### src/rpc_pkg.sv
// Shared types, constants and helpers for the rectangle polygon clipper.
package rpc_pkg;

    localparam int COORD_FRAC_BITS = 16;
    localparam int COORD_WIDTH     = 32;
    localparam int BORDER_WIDTH    = 16;
    localparam int DIFF_WIDTH      = COORD_WIDTH + 1;
    localparam int MUL_LO_WIDTH    = (DIFF_WIDTH + 1) / 2;
    localparam int MUL_HI_WIDTH    = DIFF_WIDTH - MUL_LO_WIDTH;
    localparam int PROD_WIDTH      = 2 * DIFF_WIDTH;
    localparam int CNT_WIDTH       = $clog2(DIFF_WIDTH);

    // Register indexes of the configuration port
    localparam logic [1:0] REG_X_MIN = 2'd0;
    localparam logic [1:0] REG_X_MAX = 2'd1;
    localparam logic [1:0] REG_Y_MIN = 2'd2;
    localparam logic [1:0] REG_Y_MAX = 2'd3;

    typedef struct packed {
        logic signed [COORD_WIDTH-1:0] x;
        logic signed [COORD_WIDTH-1:0] y;
    } vtx_t;

    // One request between cells: a vertex, an end-of-polygon mark, or both
    typedef struct packed {
        vtx_t v;
        logic has_vertex;
        logic is_end;
    } tok_t;

    // Border that one cell clips against
    typedef struct packed {
        logic signed [BORDER_WIDTH-1:0] border;
        logic                           on_x;
        logic                           is_max;
    } edge_cfg_t;

    // Magnitude of a signed difference
    function automatic logic [DIFF_WIDTH-1:0] mag(input logic signed [DIFF_WIDTH-1:0] v);
        logic [DIFF_WIDTH-1:0] r;
        r = v[DIFF_WIDTH-1] ? DIFF_WIDTH'(-v) : DIFF_WIDTH'(v);
        return r;
    endfunction

endpackage

### src/rpc_out.sv
// Output stage: holds one vertex back so the final one carries the last mark.
module rpc_out
    import rpc_pkg::*;
(
    input  logic                   aclk,
    input  logic                   aresetn,
    input  logic                   in_valid,
    output logic                   in_ready,
    input  tok_t                   in_tok,
    output logic                   out_valid,
    input  logic                   out_ready,
    output vtx_t                   out_v,
    output logic                   out_last,
    output logic                   out_empty
);

    logic pend_valid_reg, pend_valid_next;
    vtx_t pend_reg, pend_next;
    logic out_valid_reg, out_valid_next;
    vtx_t out_v_reg, out_v_next;
    logic out_last_reg, out_last_next;
    logic out_empty_reg, out_empty_next;
    logic take;

    assign in_ready = !out_valid_reg || out_ready;
    assign take     = in_valid && in_ready;

    // Release the held vertex on a new vertex or at the end of the polygon
    always_comb begin
        pend_valid_next = pend_valid_reg;
        pend_next       = pend_reg;
        out_valid_next  = out_valid_reg && !out_ready;
        out_v_next      = out_v_reg;
        out_last_next   = out_last_reg;
        out_empty_next  = out_empty_reg;
        if (take) begin
            if (in_tok.is_end) begin
                out_valid_next  = 1'b1;
                out_v_next      = pend_valid_reg ? pend_reg : '0;
                out_last_next   = 1'b1;
                out_empty_next  = !pend_valid_reg;
                pend_valid_next = 1'b0;
            end else if (in_tok.has_vertex) begin
                if (pend_valid_reg) begin
                    out_valid_next = 1'b1;
                    out_v_next     = pend_reg;
                    out_last_next  = 1'b0;
                    out_empty_next = 1'b0;
                end
                pend_next       = in_tok.v;
                pend_valid_next = 1'b1;
            end
        end
    end

    always_ff @(posedge aclk) begin
        if (!aresetn) begin
            pend_valid_reg <= 1'b0;
            out_valid_reg  <= 1'b0;
        end else begin
            pend_valid_reg <= pend_valid_next;
            out_valid_reg  <= out_valid_next;
        end
    end

    always_ff @(posedge aclk) begin
        pend_reg      <= pend_next;
        out_v_reg     <= out_v_next;
        out_last_reg  <= out_last_next;
        out_empty_reg <= out_empty_next;
    end

    assign out_valid = out_valid_reg;
    assign out_v     = out_v_reg;
    assign out_last  = out_last_reg;
    assign out_empty = out_empty_reg;

endmodule

### config.mk
export PLATFORM = sky130hd
export DESIGN_NAME = rpc_out
export DESIGN_NICKNAME = d
export VERILOG_FILES = /design/src/rpc_pkg.sv /design/src/rpc_out.sv
export SDC_FILE = /design/constraint.sdc
export NUM_CORES = 1
export LEC_CHECK = 0
export BUFFER_PORTS_ARGS = -buffer_cell sky130_fd_sc_hd__buf_2
export CAP_MARGIN = 20
export CORE_ASPECT_RATIO = 1.25
export CORE_UTILIZATION = 45
export DETAILED_ROUTE_END_ITERATION = 10
export MAX_ROUTING_LAYER = met4
export PLACE_DENSITY = 0.71
export SETUP_SLACK_MARGIN = 0.1
export SYNTH_ARGS = -nofsm -noshare
export SYNTH_HDL_FRONTEND = slang
export SYNTH_SLANG_ARGS = --single-unit
export TNS_END_PERCENT = 1
### constraint.sdc
create_clock -name aclk -period 16.95 [get_ports aclk]
set_clock_uncertainty 0.05 [all_clocks]
set_input_delay 3.39 -clock aclk [delete_from_list [all_inputs] [get_ports aclk]]
set_output_delay 3.39 -clock aclk [all_outputs]
set_load 0.01 [all_outputs]
==> impl_metrics.json <==
{
  "slew_violations": 0,
  "cp-start-kind": "primary input",
  "ys_ff_latch": 132,
  "grt_pass1_vias": 2142,
  "setup_slack_ns": 9.663,
  "syn_nets": 285,
  "synth-seq-area-share_pct": 85.17,
  "setup_tns_ns": 0,
  "max-cap-violations": 0,
  "dp_slack_ns": 9.658,
  "clkTransAtPathRegs_ns": 0.05,
  "die_h_um": 115.4,
  "min_period_ns": 7.287,
  "gp_congestion": 0.6957,
  "first_pass_iters": 4,
  "dr.first_iter.drc_count": 92,
  "die_area_sq_um": 10700,
  "cp_slowest_stage_delay_ns": 0.19,
  "min-delay-start": "pend_reg[57]",
  "hp-class": "flip-flop to flip-flop",
  "vias": 2284,
  "via_per_inst": 4.478,
  "yosysWarnings": 0,
  "drc": 0,
  "core_sq_um": 10050,
  "worst_pin_slew_ns": 0.6383,
  "postRouteAntennaNets": 0,
  "layout_commonest_cell": "buf_2",
  "syn-instance-count": 215,
  "peakVddDrop_v": 0.00008490,
  "routedWlPerCell_um": 14.29,
  "dpl.cell_count": 478,
  "grt_pass1_wl_um": 10520,
  "grt_usage_pct": 14.33,
  "final_cell_area_sq_um": 6000,
  "cts_buffer_depth": 2,
  "cts_sinks": 132,
  "worst-path-max-fanout": 5,
  "period_share_pct": 42.99,
  "r2r_start": "out_valid",
  "p_leak_nw": 2.375,
  "boundaryPins": 138,
  "cpMostUsedCell": "buf_2",
  "r2r_end": "out_v[23]",
  "ys_types": 17,
  "cts_resized": 0,
  "rows": 41,
  "initial_core_util_pct": 46.06,
  "slew_headroom_pct": 57.44,
  "max_freq_ghz": 0.1372,
  "final_cells": 510,
  "r2r_cells": 4,
  "overflow": 0,
  "hold_buffers": 0,
  "hold_depth": 1,
  "arrival_ns": 3.85,
  "cts_tree": "yes",
  "rrSetupSlack_ns": 14.80,
  "cts_setup_buffers": 0,
  "critPathRequiredTime_ns": 13.51,
  "syn-cell-area_sq_um": 4631,
  "die_x_um": 92.73,
  "detail_route.wirelength_um": 7287,
  "min_to": "out_v[57]",
  "drive_gt1_share_pct": 60.10,
  "worstSetupEndpointType": "primary output",
  "htreeDepth": 4,
  "finalSetupViolCount": 0,
  "power_density_nw_per_um2": 127.0,
  "port_buffers": 137,
  "insertedDiodeCount": 0,
  "slowest_stage": "nand2b_1",
  "numCtsBuffers": 17,
  "clockRootBuffer": "clkbuf_16",
  "fin_nets": 438,
  "crit_type": "primary input to primary output",
  "fin_util_pct": 59.67,
  "grt_antenna_before_repair": 0,
  "syn2layout_area_growth_pct": 29.56,
  "worst_skew_pair.late_latency_ns": 0.40,
  "finalHoldViolCount": 0,
  "grt_max_degree": 66,
  "path_cells": "buf_2 -> nand2b_1 -> buf_2",
  "syn_avg_cell_area_sq_um": 21.54,
  "rsz0062_at_grt": "no",
  "placed_area_sq_um": 5433,
  "layout_common_cells": "buf_2, edfxtp_1, and2_4, clkbuf_16, and2_1",
  "hpwl_um": 4678,
  "outcome": "complete, no violations"
}
-- cell families after synthesis --
group / Yosys count / synth area share [%]
AO/OA/AOI/OAI: 4 / 0.5675
buffers and inverters: 9 / 2.107
flip-flops: 132 / 85.17
AND/OR/NAND/NOR: 70 / 12.16
-- power by group --
part / leakage, nW / total [mW] / internal (mW) / switching (mW)
registers: 1.23 / 0.378 / 0.375 / 0.00298
clock network: 0.273 / 0.341 / 0.214 / 0.127
logic: 0.868 / 0.0424 / 0.0206 / 0.0218
-- synth_stat cells --
library cell	count	area, sq um
a21oi_1	1	5.000
a311oi_1	1	8.760
a31oi_1	1	6.260
and2_1	9	56.30
and2_2	5	37.54
and2_4	50	437.9
buf_6	1	11.26
buf_8	5	75.07
clkbuf_1	1	3.750
dfxtp_1	2	40.04
edfxtp_1	130	3904
inv_1	2	7.510
nand2_1	2	7.510
nand2b_1	2	12.51
nor2_1	1	3.750
nor3b_1	1	7.510
o22ai_1	1	6.260
-- worst max-delay path: cells and delay by family --
kind          cells  cell delay [ns]
buf+inv           2             0.27
simple gates      1             0.19
-- metal layers --
layer	wire length [um]	GRT usage, %	vias to the layer above
met1	2886	15.95	1086
met5	0	-	-
met2	3833	22.47	86
li1	-	-	1099
met4	175	7.077	0
met3	392	5.774	13
-- how the worst max path moves through the flow --
| stage | cells past startpoint | to | slack (ns) | startpoint |
|---|---|---|---|---|
| after floorplan | 3 | pend_reg[0] | 7.93 | out_ready |
| after global placement | 3 | in_ready | 9.69 | out_ready |
| after detailed placement | 3 | in_ready | 9.66 | out_ready |
| after CTS | 3 | in_ready | 9.66 | out_ready |
| after global routing | 3 | in_ready | 9.63 | out_ready |
| final | 3 | in_ready | 9.66 | out_ready |
-- cell type report --
cell class	instances	area (sq um)
Timing Repair Buffer	141	715.7
Multi-Input combinational cell	74	604.3
Inverter	2	7.507
Fill cell	795	4055
Clock buffer	17	425.4
Sequential cell	132	3944
Tap cell	129	161.4
Clock inverter	15	141.4
-- stage by stage --
step                hold slack [ns]  power, mW
floorplan                    0.4467     0.4110
global placement             0.4489     0.4260
detailed placement           0.4575     0.4278
CTS                          0.4637     0.7724
global route                 0.4857     0.7898
finish                       0.4638     0.7617
No activity file was read; power rests on OpenSTA's default activity.
