**config.mk**
```make
export PLATFORM = sky130hd
export DESIGN_NAME = rpc_cell
export DESIGN_NICKNAME = d
export VERILOG_FILES = /design/src/rpc_pkg.sv /design/src/rpc_cell.sv
export SDC_FILE = /design/constraint.sdc
export NUM_CORES = 2
export LEC_CHECK = 0
export ABC_AREA = 1
export BUFFER_PORTS_ARGS = -buffer_cell sky130_fd_sc_hd__buf_4
export CAP_MARGIN = 20
export CORE_UTILIZATION = 28
export DETAILED_ROUTE_END_ITERATION = 12
export GPL_TIMING_DRIVEN = 0
export PLACE_DENSITY_LB_ADDON = 0.12
export SYNTH_ARGS = -nofsm -noshare
export SYNTH_HDL_FRONTEND = slang
export SYNTH_SLANG_ARGS = --single-unit
```
**constraint.sdc**
```tcl
create_clock -name aclk -period 14.7 [get_ports aclk]
set_input_delay 1.47 -clock aclk [delete_from_list [all_inputs] [get_ports aclk]]
set_output_delay 1.47 -clock aclk [all_outputs]
set_load 0.1 [all_outputs]
```
**src/rpc_pkg.sv**
```systemverilog
// Shared types, constants and helpers for the rectangle polygon clipper.
package rpc_pkg;

    localparam int COORD_FRAC_BITS = 16;
    localparam int COORD_WIDTH     = 32;
    localparam int BORDER_WIDTH    = 16;
    localparam int DIFF_WIDTH      = COORD_WIDTH + 1;
    localparam int MUL_LO_WIDTH    = (DIFF_WIDTH + 1) / 2;
    localparam int MUL_HI_WIDTH    = DIFF_WIDTH - MUL_LO_WIDTH;
    localparam int PROD_WIDTH      = 2 * DIFF_WIDTH;
    localparam int CNT_WIDTH       = $clog2(DIFF_WIDTH);

    // Register indexes of the configuration port
    localparam logic [1:0] REG_X_MIN = 2'd0;
    localparam logic [1:0] REG_X_MAX = 2'd1;
    localparam logic [1:0] REG_Y_MIN = 2'd2;
    localparam logic [1:0] REG_Y_MAX = 2'd3;

    typedef struct packed {
        logic signed [COORD_WIDTH-1:0] x;
        logic signed [COORD_WIDTH-1:0] y;
    } vtx_t;

    // One request between cells: a vertex, an end-of-polygon mark, or both
    typedef struct packed {
        vtx_t v;
        logic has_vertex;
        logic is_end;
    } tok_t;

    // Border that one cell clips against
    typedef struct packed {
        logic signed [BORDER_WIDTH-1:0] border;
        logic                           on_x;
        logic                           is_max;
    } edge_cfg_t;

    // Magnitude of a signed difference
    function automatic logic [DIFF_WIDTH-1:0] mag(input logic signed [DIFF_WIDTH-1:0] v);
        logic [DIFF_WIDTH-1:0] r;
        r = v[DIFF_WIDTH-1] ? DIFF_WIDTH'(-v) : DIFF_WIDTH'(v);
        return r;
    endfunction

endpackage

```
**src/rpc_cell.sv**
```systemverilog
// One clipping cell: clips the vertex stream against a single border.
module rpc_cell
    import rpc_pkg::*;
(
    input  logic      aclk,
    input  logic      aresetn,
    input  edge_cfg_t cfg,
    input  logic      in_valid,
    output logic      in_ready,
    input  tok_t      in_tok,
    output logic      out_valid,
    input  logic      out_ready,
    output tok_t      out_tok
);

    typedef enum logic [10:0] {
        ST_IDLE      = 11'b000_0000_0001,
        ST_VERT      = 11'b000_0000_0010,
        ST_EDGE      = 11'b000_0000_0100,
        ST_MUL1      = 11'b000_0000_1000,
        ST_MUL2      = 11'b000_0001_0000,
        ST_DIV       = 11'b000_0010_0000,
        ST_RND       = 11'b000_0100_0000,
        ST_EMIT_C    = 11'b000_1000_0000,
        ST_EMIT_B    = 11'b001_0000_0000,
        ST_CHECK_END = 11'b010_0000_0000,
        ST_EMIT_END  = 11'b100_0000_0000
    } state_t;

    state_t state_reg, state_next;
    tok_t   tok_reg, tok_next;
    vtx_t   first_reg, first_next;
    vtx_t   prev_reg, prev_next;
    vtx_t   a_reg, a_next;
    vtx_t   b_reg, b_next;
    vtx_t   c_reg, c_next;
    logic   started_reg, started_next;
    logic   closing_reg, closing_next;
    logic   ib_reg, ib_next;
    logic   neg_reg, neg_next;
    logic   out_valid_reg, out_valid_next;
    tok_t   out_tok_reg, out_tok_next;
    logic [DIFF_WIDTH-1:0]               dmag_reg, dmag_next;
    logic [DIFF_WIDTH-1:0]               nmag_reg, nmag_next;
    logic [DIFF_WIDTH-1:0]               mmag_reg, mmag_next;
    logic [DIFF_WIDTH+MUL_LO_WIDTH-1:0]  plo_reg, plo_next;
    logic [DIFF_WIDTH-1:0]               rem_reg, rem_next;
    logic [DIFF_WIDTH-1:0]               low_reg, low_next;
    logic [DIFF_WIDTH-1:0]               q_reg, q_next;
    logic [CNT_WIDTH-1:0]                cnt_reg, cnt_next;

    logic signed [COORD_WIDTH-1:0] bd, au, bu, av, bv;
    logic signed [DIFF_WIDTH-1:0]  dv, dn, dm;
    logic                          ia, ib;
    logic [PROD_WIDTH-1:0]         prod;
    logic [DIFF_WIDTH:0]           trial;
    logic                          ge, rnd, can_load;
    logic [DIFF_WIDTH:0]           q_rnd;
    logic signed [DIFF_WIDTH+1:0]  sv, cv;
    state_t                        after_edge;

    // Border position and the edge's coordinates split along and across it
    always_comb begin
        bd = $signed({cfg.border, {COORD_FRAC_BITS{1'b0}}});
        au = cfg.on_x ? a_reg.x : a_reg.y;
        bu = cfg.on_x ? b_reg.x : b_reg.y;
        av = cfg.on_x ? a_reg.y : a_reg.x;
        bv = cfg.on_x ? b_reg.y : b_reg.x;
        ia = cfg.is_max ? (au <= bd) : (au >= bd);
        ib = cfg.is_max ? (bu <= bd) : (bu >= bd);
        dv = DIFF_WIDTH'(bv) - DIFF_WIDTH'(av);
        dn = DIFF_WIDTH'(bd) - DIFF_WIDTH'(au);
        dm = DIFF_WIDTH'(bu) - DIFF_WIDTH'(au);
    end

    // Product assembly, divide step and rounding
    always_comb begin
        prod  = PROD_WIDTH'(plo_reg)
              + (PROD_WIDTH'(dmag_reg * nmag_reg[DIFF_WIDTH-1:MUL_LO_WIDTH]) << MUL_LO_WIDTH);
        trial = {rem_reg, low_reg[DIFF_WIDTH-1]};
        ge    = trial >= {1'b0, mmag_reg};
        rnd   = {rem_reg, 1'b0} >= {1'b0, mmag_reg};
        q_rnd = {1'b0, q_reg} + (DIFF_WIDTH+1)'(rnd);
        sv    = neg_reg ? -$signed({1'b0, q_rnd}) : $signed({1'b0, q_rnd});
        cv    = (DIFF_WIDTH+2)'(av) + sv;
    end

    assign can_load   = !out_valid_reg || out_ready;
    assign after_edge = closing_reg ? ST_EMIT_END : ST_CHECK_END;

    always_comb begin
        state_next     = state_reg;
        tok_next       = tok_reg;
        first_next     = first_reg;
        prev_next      = prev_reg;
        a_next         = a_reg;
        b_next         = b_reg;
        c_next         = c_reg;
        started_next   = started_reg;
        closing_next   = closing_reg;
        ib_next        = ib_reg;
        neg_next       = neg_reg;
        dmag_next      = dmag_reg;
        nmag_next      = nmag_reg;
        mmag_next      = mmag_reg;
        plo_next       = plo_reg;
        rem_next       = rem_reg;
        low_next       = low_reg;
        q_next         = q_reg;
        cnt_next       = cnt_reg;
        out_tok_next   = out_tok_reg;
        out_valid_next = out_valid_reg && !out_ready;

        unique case (state_reg)
            ST_IDLE: begin
                if (in_valid) begin
                    tok_next   = in_tok;
                    state_next = ST_VERT;
                end
            end
            // Record the first vertex or open the edge from the previous one
            ST_VERT: begin
                closing_next = 1'b0;
                if (tok_reg.has_vertex) begin
                    prev_next = tok_reg.v;
                    if (!started_reg) begin
                        first_next   = tok_reg.v;
                        started_next = 1'b1;
                        state_next   = ST_CHECK_END;
                    end else begin
                        a_next     = prev_reg;
                        b_next     = tok_reg.v;
                        state_next = ST_EDGE;
                    end
                end else begin
                    state_next = ST_CHECK_END;
                end
            end
            // Classify both ends against the border
            ST_EDGE: begin
                ib_next   = ib;
                dmag_next = mag(dv);
                nmag_next = mag(dn);
                mmag_next = mag(dm);
                neg_next  = dv[DIFF_WIDTH-1] ^ dn[DIFF_WIDTH-1] ^ dm[DIFF_WIDTH-1];
                if (ia && ib) begin
                    state_next = ST_EMIT_B;
                end else if (!ia && !ib) begin
                    state_next = after_edge;
                end else begin
                    state_next = ST_MUL1;
                end
            end
            ST_MUL1: begin
                plo_next   = dmag_reg * nmag_reg[MUL_LO_WIDTH-1:0];
                state_next = ST_MUL2;
            end
            ST_MUL2: begin
                rem_next   = prod[PROD_WIDTH-1:DIFF_WIDTH];
                low_next   = prod[DIFF_WIDTH-1:0];
                q_next     = '0;
                cnt_next   = CNT_WIDTH'(DIFF_WIDTH - 1);
                state_next = ST_DIV;
            end
            // One quotient bit per cycle
            ST_DIV: begin
                rem_next = ge ? DIFF_WIDTH'(trial - {1'b0, mmag_reg}) : trial[DIFF_WIDTH-1:0];
                low_next = {low_reg[DIFF_WIDTH-2:0], 1'b0};
                q_next   = {q_reg[DIFF_WIDTH-2:0], ge};
                cnt_next = cnt_reg - 1'b1;
                if (cnt_reg == '0) begin
                    state_next = ST_RND;
                end
            end
            // Round half away from zero and place the crossing point
            ST_RND: begin
                if (cfg.on_x) begin
                    c_next.x = bd;
                    c_next.y = cv[COORD_WIDTH-1:0];
                end else begin
                    c_next.x = cv[COORD_WIDTH-1:0];
                    c_next.y = bd;
                end
                state_next = ST_EMIT_C;
            end
            ST_EMIT_C: begin
                if (can_load) begin
                    out_valid_next = 1'b1;
                    out_tok_next   = '{v: c_reg, has_vertex: 1'b1, is_end: 1'b0};
                    state_next     = ib_reg ? ST_EMIT_B : after_edge;
                end
            end
            ST_EMIT_B: begin
                if (can_load) begin
                    out_valid_next = 1'b1;
                    out_tok_next   = '{v: b_reg, has_vertex: 1'b1, is_end: 1'b0};
                    state_next     = after_edge;
                end
            end
            // Close the polygon back to its first vertex
            ST_CHECK_END: begin
                if (tok_reg.is_end) begin
                    started_next = 1'b0;
                    if (started_reg) begin
                        a_next       = prev_reg;
                        b_next       = first_reg;
                        closing_next = 1'b1;
                        state_next   = ST_EDGE;
                    end else begin
                        state_next = ST_EMIT_END;
                    end
                end else begin
                    state_next = ST_IDLE;
                end
            end
            ST_EMIT_END: begin
                if (can_load) begin
                    out_valid_next = 1'b1;
                    out_tok_next   = '{v: '0, has_vertex: 1'b0, is_end: 1'b1};
                    state_next     = ST_IDLE;
                end
            end
            default: begin
                state_next = ST_IDLE;
            end
        endcase
    end

    always_ff @(posedge aclk) begin
        if (!aresetn) begin
            state_reg     <= ST_IDLE;
            started_reg   <= 1'b0;
            closing_reg   <= 1'b0;
            out_valid_reg <= 1'b0;
        end else begin
            state_reg     <= state_next;
            started_reg   <= started_next;
            closing_reg   <= closing_next;
            out_valid_reg <= out_valid_next;
        end
    end

    always_ff @(posedge aclk) begin
        tok_reg     <= tok_next;
        first_reg   <= first_next;
        prev_reg    <= prev_next;
        a_reg       <= a_next;
        b_reg       <= b_next;
        c_reg       <= c_next;
        ib_reg      <= ib_next;
        neg_reg     <= neg_next;
        dmag_reg    <= dmag_next;
        nmag_reg    <= nmag_next;
        mmag_reg    <= mmag_next;
        plo_reg     <= plo_next;
        rem_reg     <= rem_next;
        low_reg     <= low_next;
        q_reg       <= q_next;
        cnt_reg     <= cnt_next;
        out_tok_reg <= out_tok_next;
    end

    assign in_ready  = (state_reg == ST_IDLE);
    assign out_valid = out_valid_reg;
    assign out_tok   = out_tok_reg;

endmodule

```
==> run metrics <==
vias in the first global route 69400; worst skew pair latency 0.74 ns; first-pass GRT wire length 487000 µm; Routed WL 340000 µm; gr usage total 23.6%; Worst R2R Setup Slack 4.08 ns; area occupied by registers 21500 µm²; Tcrit/Tclk final 72.3%; design area 89400 µm²; cts hold-fix bufs 0; LEAKAGE 0.0431 µW; I/O Pins 156; Die Wd 536 µm; crit-path max cell delay 0.99 ns; Setup TNS 0 ns; Final Util 31.7%; CTS sink cnt 721; largest net degree at the start of global routing 65; syn_area_per_cell 7.91 µm²; #FFs+latches synth 721; CTS resizes 0; CP most frequent cell inv_1; Critical-path top delay cell clkbuf_1; CP startpoint kind flip-flop; clock skew 0.0761 ns; RSZ-0062 raised after global routing false; port buffer count 155; WP data required 15.18 ns; CTS tree yes; worst r2r dst rem_reg[29]; count leader, synth nand2_1; CTS clk-pin slew, worst paths 0.07 ns; WHS Path Cells 0; Cell variety after synth 61; status finished, final reports clean; Fillers 30400; fin nets 11800; Yosys top cell area share 26.6%; RePlAce Congestion 0.979; post-synthesis cell count 10100; DRC violations left 0; post-synthesis net count 11500; placed cells 14000; core area 283000 µm²; P&R area growth vs syn 12.2%; CP Capture Type flip-flop; Critical Path Fanout Max 10; final hold viol count 0; HP Class reg2reg; Finished Layout Cells 14200; antenna viol nets, final 0; Reg-to-Reg Start dmag_reg[6]; hpwl dp 292000 µm; worst-margin pin slew 1.26 ns; EDFF count, synth 707; max_cap viols 0; top cell type by total area after synthesis edfxtp_1; FFs w/ async S/R, synth 0%; R2R cell count 35; Synth area leaders edfxtp_1 (27%), fa_1 (23%), nand2_1 (14%); Via density 4.74; Seq/Total Area, Yosys 27.0%; # rows 195; share of cells above drive strength 1 4.25%; synth warn 0; Multi-input gate area 48800 µm²; post-synthesis instance area 79700 µm²; hold path start prev_reg[58]; final setup vio count 0; antenna violations before repair 13; initial drt markers 5371; via count 67400; deepest clock path buffer count 3; peak supply drop 0.0781 mV; PD cells 57.9 nW/µm²; crit path time final 10.62 ns; Synth Flop Type edfxtp_1; FMAX 94.2 MHz; most common library cells after synthesis nand2_1 (2916), inv_1 (2131), fa_1 (901), edfxtp_1 (707), nor2_1 (658); Max-slew headroom 16.0%; crit path kind reg2reg; TritonRoute pass-1 iters 6; postcts setup bufs 0; die height 536 µm; routed len/inst 23.9 µm; Clock H-tree levels 3; Remaining Overflow, GRT 0; dpl cell area 86500 µm²; hold slack 0.413 ns; WP data arrival 11.10 ns; root buf cell clkbuf_16; Worst Hold End a_reg[58]; CTS Buf Count 87; fin. max-slew vios 0; Initial Utilization 28.2%; full die area 287000 µm²
==> cell families (layout without fill, tap and decap cells) <==
logic type	Yosys count	count (layout)	synth area share (%)
compound gates	1020	1020	6.96
other cells	0	6	0
flops	721	721	27.0
fa+ha+maj	1356	1356	29.8
buf+inv	2504	2891	11.8
simple gates	4158	4158	20.9
mux	15	15	0.188
xor+xnor	305	305	3.40
==> worst max path at each step <==
stage	start	end	slack [ns]	cells after the start
after floorplan	state_reg[8]	state_reg[10]	3.04	8
after global placement	state_reg[8]	state_reg[10]	-3.11	8
after detailed placement	dmag_reg[6]	rem_reg[29]	4.22	35
after CTS	dmag_reg[6]	rem_reg[29]	4.20	35
after global routing	dmag_reg[6]	rem_reg[29]	3.52	35
final	dmag_reg[6]	rem_reg[29]	4.08	35
==> cells in the final DEF, fill, tap and decap left out, types with 84 or more instances in the layout <==
cell / instances
nor3_1: 84
clkbuf_1: 355
o21ai_0: 444
fa_1: 901
nand3_1: 300
edfxtp_1: 707
ha_1: 455
nand4_1: 102
a21oi_1: 373
buf_4: 193
xor2_1: 180
xnor2_1: 120
nand2_1: 2916
inv_1: 2130
nor2_1: 653
clkbuf_16: 89
==> report_power, final <==
group	internal [µW]	leakage, µW	switching (µW)
registers	2290	0.00660	13.5
clock network	1260	0.00140	962
logic	187	0.0351	466
==> routing by layer <==
metal	up-vias	wire, µm	GRT usage, %
met3	420	13500	2.19
li1	31600	-	-
met5	-	11	0
met4	2	18100	11.1
met2	1832	165000	40.8
met1	33500	144000	29.5
==> per-stage QoR <==
step                total power (µW)  setup WS (ns)
global placement                3000          -3.11
finish                          5180           4.08
detailed placement              3000           4.22
global route                    5380           3.52
floorplan                       2740           3.04
CTS                             5250           4.20
==> area by class of cell <==
cell class	instances	area share (%)
antenna	6	0.0168
buffer	365	1.56
clock buffer	103	2.57
clock inverter	53	0.677
inverter	2139	8.98
multi-input combinational	6854	54.6
sequential	721	24.0
tap	3743	5.24
timing repair buffer	231	2.33
==> worst max-delay path: cells and delay by family (launching register included) <==
family,cells,cell delay [ns]
AOI/OAI and AO/OA,4,1.02
xor gates and xnor gates,1,0.38
adders and majority gates,8,3.65
buffers and inverters,10,2.56
DFF,1,0.47
and+or+nand+nor,12,2.23
No activity file was read; power rests on OpenSTA's default activity.
